$ cat src/hw/rtl/cvs_pkg.sv
// Shared types, codes, widths and the tempo period table for the step sequencer.
// No dependencies.
package cvs_pkg;

    localparam int STEPS_DEFAULT = 32;
    localparam int SAMPLE_BITS   = 10;
    localparam int MODE_BITS     = 2;
    localparam int KIND_BITS     = 2;
    localparam int LED_BITS      = 4;
    localparam int PERIOD_BITS   = 10;
    localparam int POS_OUT_BITS  = 5;
    localparam int QUOT_BITS     = 4;

    // tempo / 100 as (tempo * 41) >> 12, exact for 10-bit tempo values
    localparam int TEMPO_RECIP       = 41;
    localparam int TEMPO_RECIP_BITS  = 6;
    localparam int TEMPO_RECIP_SHIFT = 12;
    localparam int TEMPO_PROD_BITS   = SAMPLE_BITS + TEMPO_RECIP_BITS;

    localparam logic [SAMPLE_BITS-1:0] THRESH_RESET = SAMPLE_BITS'(5);
    localparam logic [PERIOD_BITS-1:0] PERIOD_RESET = PERIOD_BITS'(819);

    localparam logic CMD_TICK  = 1'b0;
    localparam logic CMD_CLEAR = 1'b1;

    localparam logic [MODE_BITS-1:0] MODE_IDLE    = 2'd0;
    localparam logic [MODE_BITS-1:0] MODE_RECORD  = 2'd1;
    localparam logic [MODE_BITS-1:0] MODE_REPLACE = 2'd2;
    localparam logic [MODE_BITS-1:0] MODE_PLAY    = 2'd3;

    localparam logic [KIND_BITS-1:0] KIND_TEMPO = 2'd0;
    localparam logic [KIND_BITS-1:0] KIND_STEP  = 2'd1;
    localparam logic [KIND_BITS-1:0] KIND_CLEAR = 2'd2;

    typedef struct packed {
        logic                   command;
        logic [MODE_BITS-1:0]   mode;
        logic [SAMPLE_BITS-1:0] pitch_sample;
        logic [SAMPLE_BITS-1:0] tempo_sample;
    } item_t;

    typedef struct packed {
        logic [KIND_BITS-1:0]    kind;
        logic [SAMPLE_BITS-1:0]  dac_value;
        logic [LED_BITS-1:0]     step_leds;
        logic [PERIOD_BITS-1:0]  tick_period;
        logic [SAMPLE_BITS-1:0]  next_pitch;
        logic [POS_OUT_BITS-1:0] step_position;
    } result_t;

    typedef logic [SAMPLE_BITS-1:0] thresh_t;

    // controller -> datapath
    typedef struct packed {
        logic load_in;
        logic prep;
        logic tempo;
        logic rd_en;
        logic exec;
        logic load_out;
    } cvs_cmd_t;

    // datapath -> controller
    typedef struct packed {
        logic is_clear;
        logic step_phase;
    } cvs_stat_t;

    // 8192 / (q + 10) for q = tempo / 100 in 0..10
    function automatic logic [PERIOD_BITS-1:0] period_lut(input logic [QUOT_BITS-1:0] q);
        logic [PERIOD_BITS-1:0] p;
        case (q)
            4'd0:    p = 10'd819;
            4'd1:    p = 10'd744;
            4'd2:    p = 10'd682;
            4'd3:    p = 10'd630;
            4'd4:    p = 10'd585;
            4'd5:    p = 10'd546;
            4'd6:    p = 10'd512;
            4'd7:    p = 10'd481;
            4'd8:    p = 10'd455;
            4'd9:    p = 10'd431;
            default: p = 10'd409;
        endcase
        return p;
    endfunction

endpackage

$ cat src/hw/rtl/cvs_stream_if.sv
// Valid/ready word channel with a typed payload.
// Payload types come from cvs_pkg at the point of instantiation.
interface cvs_stream_if #(parameter type payload_t = logic);

    logic     valid;
    logic     ready;
    payload_t payload;

    modport source (output valid, output payload, input ready);
    modport sink   (input valid, input payload, output ready);

endinterface

$ cat src/hw/rtl/cvs_ctrl.sv
// Sequencing state machine for the step sequencer.
// Depends on cvs_pkg; drives cvs_datapath through command/status structs.
module cvs_ctrl (
    input  logic             clk,
    input  logic             rst_n,
    input  logic             item_valid,
    output logic             item_ready,
    output logic             res_valid,
    input  logic             res_ready,
    output cvs_pkg::cvs_cmd_t cmd,
    input  cvs_pkg::cvs_stat_t stat
);
    import cvs_pkg::*;

    typedef enum logic [2:0] {
        ST_IDLE,
        ST_PREP,
        ST_TEMPO,
        ST_READ,
        ST_EXEC,
        ST_READ_NEXT,
        ST_LOAD
    } state_t;

    state_t state_reg, state_next;
    logic   res_valid_reg;
    logic   out_free;

    assign item_ready = (state_reg == ST_IDLE);
    assign res_valid  = res_valid_reg;
    assign out_free   = !res_valid_reg || res_ready;

    always_comb
    begin
        cmd          = '0;
        cmd.load_in  = (state_reg == ST_IDLE) && item_valid;
        cmd.prep     = (state_reg == ST_PREP);
        cmd.tempo    = (state_reg == ST_TEMPO);
        cmd.rd_en    = (state_reg == ST_READ) || (state_reg == ST_READ_NEXT);
        cmd.exec     = (state_reg == ST_EXEC);
        cmd.load_out = (state_reg == ST_LOAD) && out_free;
    end

    always_comb
    begin
        state_next = state_reg;
        case (state_reg)
            ST_IDLE:
                if (item_valid)
                    state_next = ST_PREP;
            ST_PREP:
                if (stat.is_clear)
                    state_next = ST_READ_NEXT;
                else if (!stat.step_phase)
                    state_next = ST_TEMPO;
                else
                    state_next = ST_READ;
            ST_TEMPO:     state_next = ST_READ_NEXT;
            ST_READ:      state_next = ST_EXEC;
            ST_EXEC:      state_next = ST_READ_NEXT;
            ST_READ_NEXT: state_next = ST_LOAD;
            ST_LOAD:
                if (out_free)
                    state_next = ST_IDLE;
            default:      state_next = ST_IDLE;
        endcase
    end

    always_ff @(posedge clk or negedge rst_n)
    begin
        if (!rst_n)
        begin
            state_reg     <= ST_IDLE;
            res_valid_reg <= 1'b0;
        end
        else
        begin
            state_reg <= state_next;
            if (cmd.load_out)
                res_valid_reg <= 1'b1;
            else if (res_ready)
                res_valid_reg <= 1'b0;
        end
    end

endmodule

$ cat src/hw/rtl/cvs_datapath.sv
// Step sequencer datapath: pitch memory, position, lamps, tempo period, result word.
// Depends on cvs_pkg; sequenced by cvs_ctrl.
module cvs_datapath #(
    parameter int STEPS = cvs_pkg::STEPS_DEFAULT
) (
    input  logic               clk,
    input  logic               rst_n,
    input  cvs_pkg::cvs_cmd_t  cmd,
    output cvs_pkg::cvs_stat_t stat,
    input  cvs_pkg::item_t     item_payload,
    input  logic               cfg_wr,
    input  cvs_pkg::thresh_t   cfg_data,
    output cvs_pkg::result_t   res_payload
);
    import cvs_pkg::*;

    localparam int PW = (STEPS > 1) ? $clog2(STEPS) : 1;
    localparam logic [PW-1:0] LAST_POS = PW'(STEPS - 1);

    item_t                     in_reg;
    thresh_t                   thr_reg;
    logic [PW-1:0]             pos_reg;
    logic                      phase_reg;
    logic                      played_reg;
    logic [1:0]                div_reg;
    logic [1:0]                lamp_reg;
    logic [PERIOD_BITS-1:0]    period_reg;
    logic [QUOT_BITS-1:0]      quot_reg;
    logic [KIND_BITS-1:0]      kind_reg;
    logic [SAMPLE_BITS-1:0]    dac_reg;
    logic [LED_BITS-1:0]       leds_reg;
    logic [STEPS-1:0]          vld_reg;
    logic [SAMPLE_BITS-1:0]    rd_data_reg;
    logic                      rd_vld_reg;
    result_t                   res_reg;

    logic [SAMPLE_BITS-1:0]    mem [STEPS];

    logic [TEMPO_PROD_BITS-1:0] tempo_prod;
    logic [SAMPLE_BITS-1:0]     rd_value;
    logic                       wr_en;

    assign stat.is_clear   = (in_reg.command == CMD_CLEAR);
    assign stat.step_phase = phase_reg;
    assign res_payload     = res_reg;

    assign tempo_prod = TEMPO_PROD_BITS'(in_reg.tempo_sample)
                      * TEMPO_PROD_BITS'(TEMPO_RECIP);
    assign rd_value   = rd_vld_reg ? rd_data_reg : '0;
    assign wr_en      = cmd.exec
                      && ((in_reg.mode == MODE_RECORD)
                       || ((in_reg.mode == MODE_REPLACE) && (in_reg.pitch_sample > thr_reg)));

    // input word, product, memory read data: no reset needed
    always_ff @(posedge clk)
    begin
        if (cmd.load_in)
            in_reg <= item_payload;
        if (cmd.prep)
            quot_reg <= tempo_prod[TEMPO_RECIP_SHIFT +: QUOT_BITS];
        if (wr_en)
            mem[pos_reg] <= in_reg.pitch_sample;
        if (cmd.rd_en)
            rd_data_reg <= mem[pos_reg];
        if (cmd.load_out)
        begin
            res_reg.kind          <= kind_reg;
            res_reg.dac_value     <= dac_reg;
            res_reg.step_leds     <= leds_reg;
            res_reg.tick_period   <= period_reg;
            res_reg.next_pitch    <= rd_value;
            res_reg.step_position <= POS_OUT_BITS'(pos_reg);
        end
    end

    always_ff @(posedge clk or negedge rst_n)
    begin
        if (!rst_n)
        begin
            thr_reg    <= THRESH_RESET;
            pos_reg    <= '0;
            phase_reg  <= 1'b0;
            played_reg <= 1'b0;
            div_reg    <= '0;
            lamp_reg   <= '0;
            period_reg <= PERIOD_RESET;
            kind_reg   <= KIND_TEMPO;
            dac_reg    <= '0;
            leds_reg   <= '0;
            vld_reg    <= '0;
            rd_vld_reg <= 1'b0;
        end
        else
        begin
            if (cfg_wr)
                thr_reg <= cfg_data;

            if (cmd.prep)
            begin
                dac_reg  <= '0;
                leds_reg <= '0;
                if (in_reg.command == CMD_CLEAR)
                begin
                    vld_reg  <= '0;
                    kind_reg <= KIND_CLEAR;
                end
                else if ((in_reg.mode == MODE_PLAY) && !played_reg)
                begin
                    // first play rewinds once
                    pos_reg    <= '0;
                    played_reg <= 1'b1;
                end
            end

            if (cmd.tempo)
            begin
                period_reg <= period_lut(quot_reg);
                kind_reg   <= KIND_TEMPO;
                phase_reg  <= 1'b0 ^ 1'b1;
            end

            if (cmd.rd_en)
                rd_vld_reg <= vld_reg[pos_reg];

            if (cmd.exec)
            begin
                kind_reg  <= KIND_STEP;
                phase_reg <= 1'b0;
                pos_reg   <= (pos_reg == LAST_POS) ? '0 : pos_reg + 1'b1;
                if (in_reg.mode != MODE_IDLE)
                begin
                    if (div_reg == 2'd0)
                    begin
                        leds_reg <= LED_BITS'(1) << lamp_reg;
                        lamp_reg <= lamp_reg + 1'b1;
                    end
                    div_reg <= div_reg + 1'b1;
                end
                if ((in_reg.mode == MODE_REPLACE) || (in_reg.mode == MODE_PLAY))
                    dac_reg <= rd_value;
                if (wr_en)
                    vld_reg[pos_reg] <= 1'b1;
            end
        end
    end

endmodule

$ cat src/hw/rtl/cv_step_sequencer_top.sv
// Top level of the 32-step pitch sequencer.
// Depends on cvs_pkg, cvs_stream_if, cvs_ctrl and cvs_datapath.
module cv_step_sequencer_top #(
    parameter int STEPS = cvs_pkg::STEPS_DEFAULT
) (
    input  logic         clk,
    input  logic         rst_n,
    cvs_stream_if.sink   item,
    cvs_stream_if.source result,
    cvs_stream_if.sink   cfg
);
    // Pitch step sequencer. Every word on item is either a timer tick
    // (command 0) or a clear of the pitch store (command 1), and gives
    // exactly one word on result. Ticks alternate between a tempo phase,
    // which recomputes tick_period as 8192 / (tempo_sample / 100 + 10),
    // and a step phase, which handles the current step by mode (idle,
    // record, replace, play) and then advances the position modulo STEPS.
    // The first play tick rewinds the position to zero once. Lamps move
    // one place every fourth non-idle step. next_pitch and step_position
    // always describe the position left behind by the word.
    //
    // A step word goes through prep, read, exec, read_next and load before
    // item.ready rises again, a tempo word through prep, tempo, read_next and
    // load, a clear word through prep, read_next and load; load waits while
    // result.ready stays low on a full output register. The single read port
    // of the pitch memory is read twice on a step: once at the current step,
    // once at the next. item is taken while an earlier result still waits in
    // the output register; only the next result load waits for it.
    //
    // Reset clears the pitch store at once through per-step valid bits, so
    // there is no clearing pass; a clear word does the same.
    // cfg is always ready and writes replace_threshold (reset 5); write it
    // only while the block is idle.

    import cvs_pkg::*;

    cvs_cmd_t  cmd;
    cvs_stat_t stat;

    assign cfg.ready = 1'b1;

    cvs_ctrl u_ctrl (
        .clk        (clk),
        .rst_n      (rst_n),
        .item_valid (item.valid),
        .item_ready (item.ready),
        .res_valid  (result.valid),
        .res_ready  (result.ready),
        .cmd        (cmd),
        .stat       (stat)
    );

    cvs_datapath #(
        .STEPS (STEPS)
    ) u_datapath (
        .clk          (clk),
        .rst_n        (rst_n),
        .cmd          (cmd),
        .stat         (stat),
        .item_payload (item.payload),
        .cfg_wr       (cfg.valid),
        .cfg_data     (cfg.payload),
        .res_payload  (result.payload)
    );

endmodule

$ cat src/flat_wrapper.sv
// flat-port wrapper written by rule: the top's interface ports become plain ports
module cv_step_sequencer_top_flat import cvs_pkg::*;
#(
    parameter int STEPS = cvs_pkg::STEPS_DEFAULT
)
  (clk, rst_n, item_valid, item_payload, item_ready, result_valid, result_payload, result_ready, cfg_valid, cfg_payload, cfg_ready);
  cvs_stream_if #(.payload_t(item_t)) item_i ();
  cvs_stream_if #(.payload_t(result_t)) result_i ();
  cvs_stream_if #(.payload_t(thresh_t)) cfg_i ();
  input  logic clk;
  input  logic rst_n;
  input wire logic [$bits(item_i.valid)-1:0] item_valid;
  input wire logic [$bits(item_i.payload)-1:0] item_payload;
  output wire logic [$bits(item_i.ready)-1:0] item_ready;
  output wire logic [$bits(result_i.valid)-1:0] result_valid;
  output wire logic [$bits(result_i.payload)-1:0] result_payload;
  input wire logic [$bits(result_i.ready)-1:0] result_ready;
  input wire logic [$bits(cfg_i.valid)-1:0] cfg_valid;
  input wire logic [$bits(cfg_i.payload)-1:0] cfg_payload;
  output wire logic [$bits(cfg_i.ready)-1:0] cfg_ready;
  assign item_i.valid = item_valid;
  assign item_i.payload = item_payload;
  assign item_ready = item_i.ready;
  assign result_valid = result_i.valid;
  assign result_payload = result_i.payload;
  assign result_i.ready = result_ready;
  assign cfg_i.valid = cfg_valid;
  assign cfg_i.payload = cfg_payload;
  assign cfg_ready = cfg_i.ready;
  cv_step_sequencer_top #(.STEPS(STEPS)) u_core (.clk(clk), .rst_n(rst_n), .item(item_i), .result(result_i), .cfg(cfg_i));
endmodule
$ cat config.mk
export PLATFORM = sky130hd
export DESIGN_NAME = cv_step_sequencer_top_flat
export DESIGN_NICKNAME = d
export VERILOG_FILES = /design/src/hw/rtl/cvs_pkg.sv /design/src/hw/rtl/cvs_stream_if.sv /design/src/hw/rtl/cvs_ctrl.sv /design/src/hw/rtl/cvs_datapath.sv /design/src/hw/rtl/cv_step_sequencer_top.sv /design/src/flat_wrapper.sv
export SDC_FILE = /design/constraint.sdc
export NUM_CORES = 1
export LEC_CHECK = 0
export ABC_AREA = 1
export BUFFER_PORTS_ARGS = -buffer_cell sky130_fd_sc_hd__clkbuf_2
export CAP_MARGIN = 20
export CORE_ASPECT_RATIO = 1.75
export CORE_MARGIN = 4
export CORE_UTILIZATION = 45
export CTS_BUF_LIST = sky130_fd_sc_hd__clkbuf_2 sky130_fd_sc_hd__clkbuf_4 sky130_fd_sc_hd__clkbuf_8
export DETAILED_ROUTE_END_ITERATION = 6
export PLACE_DENSITY_LB_ADDON = 0.12
export SKIP_CTS_REPAIR_TIMING = 1
export SLEW_MARGIN = 10
export SYNTH_ARGS = -nofsm -noshare
export SYNTH_HDL_FRONTEND = slang
export SYNTH_SLANG_ARGS = --single-unit
export TNS_END_PERCENT = 10
$ cat constraint.sdc
create_clock -name clk -period 8.5 [get_ports clk]
set_input_delay 0.425 -clock clk [delete_from_list [all_inputs] [get_ports clk]]
set_output_delay 0.425 -clock clk [all_outputs]
set_load 0.02 [all_outputs]
==> results.txt <==
slew margin rel. - 0.2919
die span in x - 168.9 um
area of the multi-input gates - 5290 um^2
routed len/inst - 21.01 um
Most used DFF post-synth - edfxtp_1
CP Capture Type - flip-flop
placed cell count - 2356
clock network fraction of total power - 0.281
crit path max fanout - 105
drt total wl - 52970 um
Final Max Slew Viols - 0
Reg area - 14070 um^2
net count after synthesis - 1869
Synth Area in Simple Gates - 0.1322
RSZ-0062 raised after global routing - no
Synth Area in Compound Gates - 0.08286
Residual DRC - 0
pin slew with the least headroom to its limit - 1.060 ns
Placement Cell Area - 21140 um^2
grt ovf - 0
final setup fails - 0
Cell Chain, Critical Path - inv_6, buf_4, ha_1, inv_1, nor2_1, nand3_1, inv_1
crit-path leading delay family - buffers and inverters
# fillers - 3923
die area - 48900 um^2
crit path buf inv count - 4
finished layout cell area - 23000 um^2
crit-path max cell delay - 0.81 ns
synthesized area per cell - 11.53 um^2
NetSw - 2606 uW
io pins - 82
WHS - -0.005611 ns
initial antenna violation count - 1
largest family of logic cells by synthesized area - simple AND/OR/NAND/NOR gates
multiplexer share of the synthesized area - 0.0005524
Core Region - 44540 um^2
Crit Path Class - reg -> reg
fin crit share - 0.4597
Pwr per Cell Area - 313.5 nW/um^2
internal power - 4605 uW
number of H-tree branching levels - 3
xor and xnor area share after synthesis - 0.003008
cell mode on critical path - inv_1
startpoint types - flip-flop
Starting Density - 0.4577
via count - 13590
global-route wire length before repair - 79900 um
Synth Area in Adders - 0.04014
clk_lat worst skew - 0.64 ns
die extent in y - 289.6 um
Post-synth EDFFs - 398
hold crit path type - in -> reg
DR pass1 iterations - 7
GR Util All Layers - 0.2157
Area Growth Syn to Fin - 12.85%
clock skew - 0.02573 ns
max reg flops - 320
minimum clock period - 3.907 ns
CTS tree - yes
switching share of power - 0.3614
Nets - 1988
fmax - 0.2559 GHz
share of flip-flops with an asynchronous set or reset - 0.1743
#FFs+latches synth - 482
number of global-route vias before repair - 13710
clock buffer depth - 3
fraction of layout cells with a size suffix above 1 - 0.1304
GP Congestion - 0.8837
Worst Path Required - 8.78 ns
largest net degree at the start of global routing - 106
Clock Pin Slew Worst Setup and Hold Paths - 0.06 ns
Reg power frac - 0.430
Final ANT Viol Nets - 0
sequential share of the synthesized area - 0.6899
cts bufs inserted - 73
Hold Vio Cnt, Final - 4
max-cap violation count - 0
WP data arrival - 4.18 ns
number of vias per cell - 5.392
root buf cell - clkbuf_8
initial DRC count - 1287
Post-Syn Area - 20380 um^2
status - complete, but fails checks
non-filler instance count after layout - 2521
yosys warns - 0
Leak - 0.009347 uW
failing checks - negative hold slack
HPWL Detailed - 33430 um
Comb power frac - 0.289
Mapped Cells - 1768
setup tns final - 0 ns
Max VDD drop - 0.1733 mV
number of cell rows - 102
crit path max-delay cell type - dfrtp_4
port buffer count - 80
CTS Sinks - 482
Netlist cell types - 38
stage by stage:
step           worst slack, ns  power [uW]  utilization
2_1_floorplan            5.655        4579            -
3_3_place_gp             4.668        5193       0.4746
3_5_place_dp             4.640        5220       0.4746
4_1_cts                  4.615        7256       0.5098
5_1_grt                  4.318        7625       0.5165
6_report                 4.593        7211       0.5165
worst paths after layout:
check	startpoint	to	slack, ns	depth (start not counted)
max in group asynchronous	rst_n	u_core.u_datapath.pos_reg[0]$_DFFE_PN0P_	6.96	3
min	cfg_payload[8]	u_core.u_datapath.thr_reg[8]$_DFFE_PN0P_	-0.006	3
min reg2reg	u_core.u_datapath.leds_reg[2]$_DFF_PN0_	u_core.u_datapath.res_payload[27]$_DFFE_PP_	0.44	0
max reg2reg	u_core.u_datapath.pos_reg[0]$_DFFE_PN0P_	u_core.u_datapath.mem[8][5]$_DFFE_PP_	4.59	7
max	u_core.u_datapath.pos_reg[0]$_DFFE_PN0P_	u_core.u_datapath.mem[8][5]$_DFFE_PP_	4.59	7
min in group asynchronous	rst_n	u_core.u_datapath.vld_reg[15]$_DFF_PN0_	0.26	2
synthesized netlist by cell type, drive strengths merged, types with 2 or more instances:
cell / instances / area (um^2)
a31oi: 6 / 37.54
a21o: 4 / 30.03
nor2: 253 / 967.2
ha: 59 / 738.2
o21ai: 199 / 999.7
o22ai: 82 / 513.0
xor2: 6 / 52.55
nand2: 354 / 1329
fa: 4 / 80.08
edfxtp: 398 / 11950
a21oi: 17 / 85.08
buf: 47 / 391.6
dfrtp: 76 / 1902
nor3: 5 / 25.02
nand4: 4 / 25.02
clkbuf: 37 / 140.1
nand3: 64 / 320.3
inv: 134 / 508.0
or2: 4 / 27.53
dfstp: 8 / 210.2
o21bai: 2 / 15.01
routing by layer:
metal / vias to the layer above / part of all wire / global-route usage / routed length, um
li1: 6342 / - / - / -
met1: 6619 / 0.38 / 0.2466 / 19940
met2: 481 / 0.52 / 0.3863 / 27340
met3: 151 / 0.052 / 0.02994 / 2760
met4: 0 / 0.055 / 0.1220 / 2929
met5: - / 0 / 0 / 0
layout make-up:
| type | instances | area share |
|---|---|---|
| sequential | 482 | 0.6116 |
| multi-input combinational | 1067 | 0.2300 |
| clock buffer | 106 | 0.05798 |
| timing repair buffer | 128 | 0.03688 |
| tap | 572 | 0.03111 |
| inverter | 135 | 0.02225 |
| clock inverter | 30 | 0.01012 |
| antenna | 1 | 0.0001088 |
cell families (layout without fill, tap and decap cells):
group	after synthesis	count (layout)
AOI/OAI and AO/OA	311	311
xor gates and xnor gates	7	7
adders and majority gates	63	63
buffers and inverters	219	399
DFF	482	482
muxes	1	1
other	1	2
and+or+nand+nor	684	684
worst reg2reg max path, stage by stage (launching register included):
cell and delay, ns:
dfrtp_4 0.81, inv_6 0.77, buf_4 0.78, ha_1 0.27, inv_1 0.25, nor2_1 0.18
nand3_1 0.11, inv_1 0.38
layout by cell type (no fill, tap or decap), types with 6 or more instances in the layout:
cell type	synthesis	final
inv_2	5	6
clkinv_1	1	14
dlygate4sd3_1	0	26
edfxtp_1	398	398
clkbuf_2	1	79
dfrtp_1	76	74
ha_1	59	59
nand3_1	64	64
nand2_1	354	353
clkbuf_8	0	86
xor2_1	6	6
buf_4	8	22
dfstp_2	8	8
a21oi_1	17	17
clkinv_2	0	8
o21ai_1	49	49
clkbuf_4	0	20
o21ai_0	149	149
nor2_1	250	248
o22ai_1	82	82
inv_1	128	127
a31oi_1	6	6
power by group through the flow:
| stage | Combinational [uW] | Sequential, uW | Clock [uW] |
|---|---|---|---|
| finish | 2090 | 3100 | 2030 |
| detailed placement | 2070 | 3150 | 0 |
| global route | 2320 | 3130 | 2180 |
| CTS | 2080 | 3100 | 2080 |
| floorplan | 1480 | 3100 | 0 |
| global placement | 2050 | 3140 | 0 |
Power figures use the tool's default switching activity.
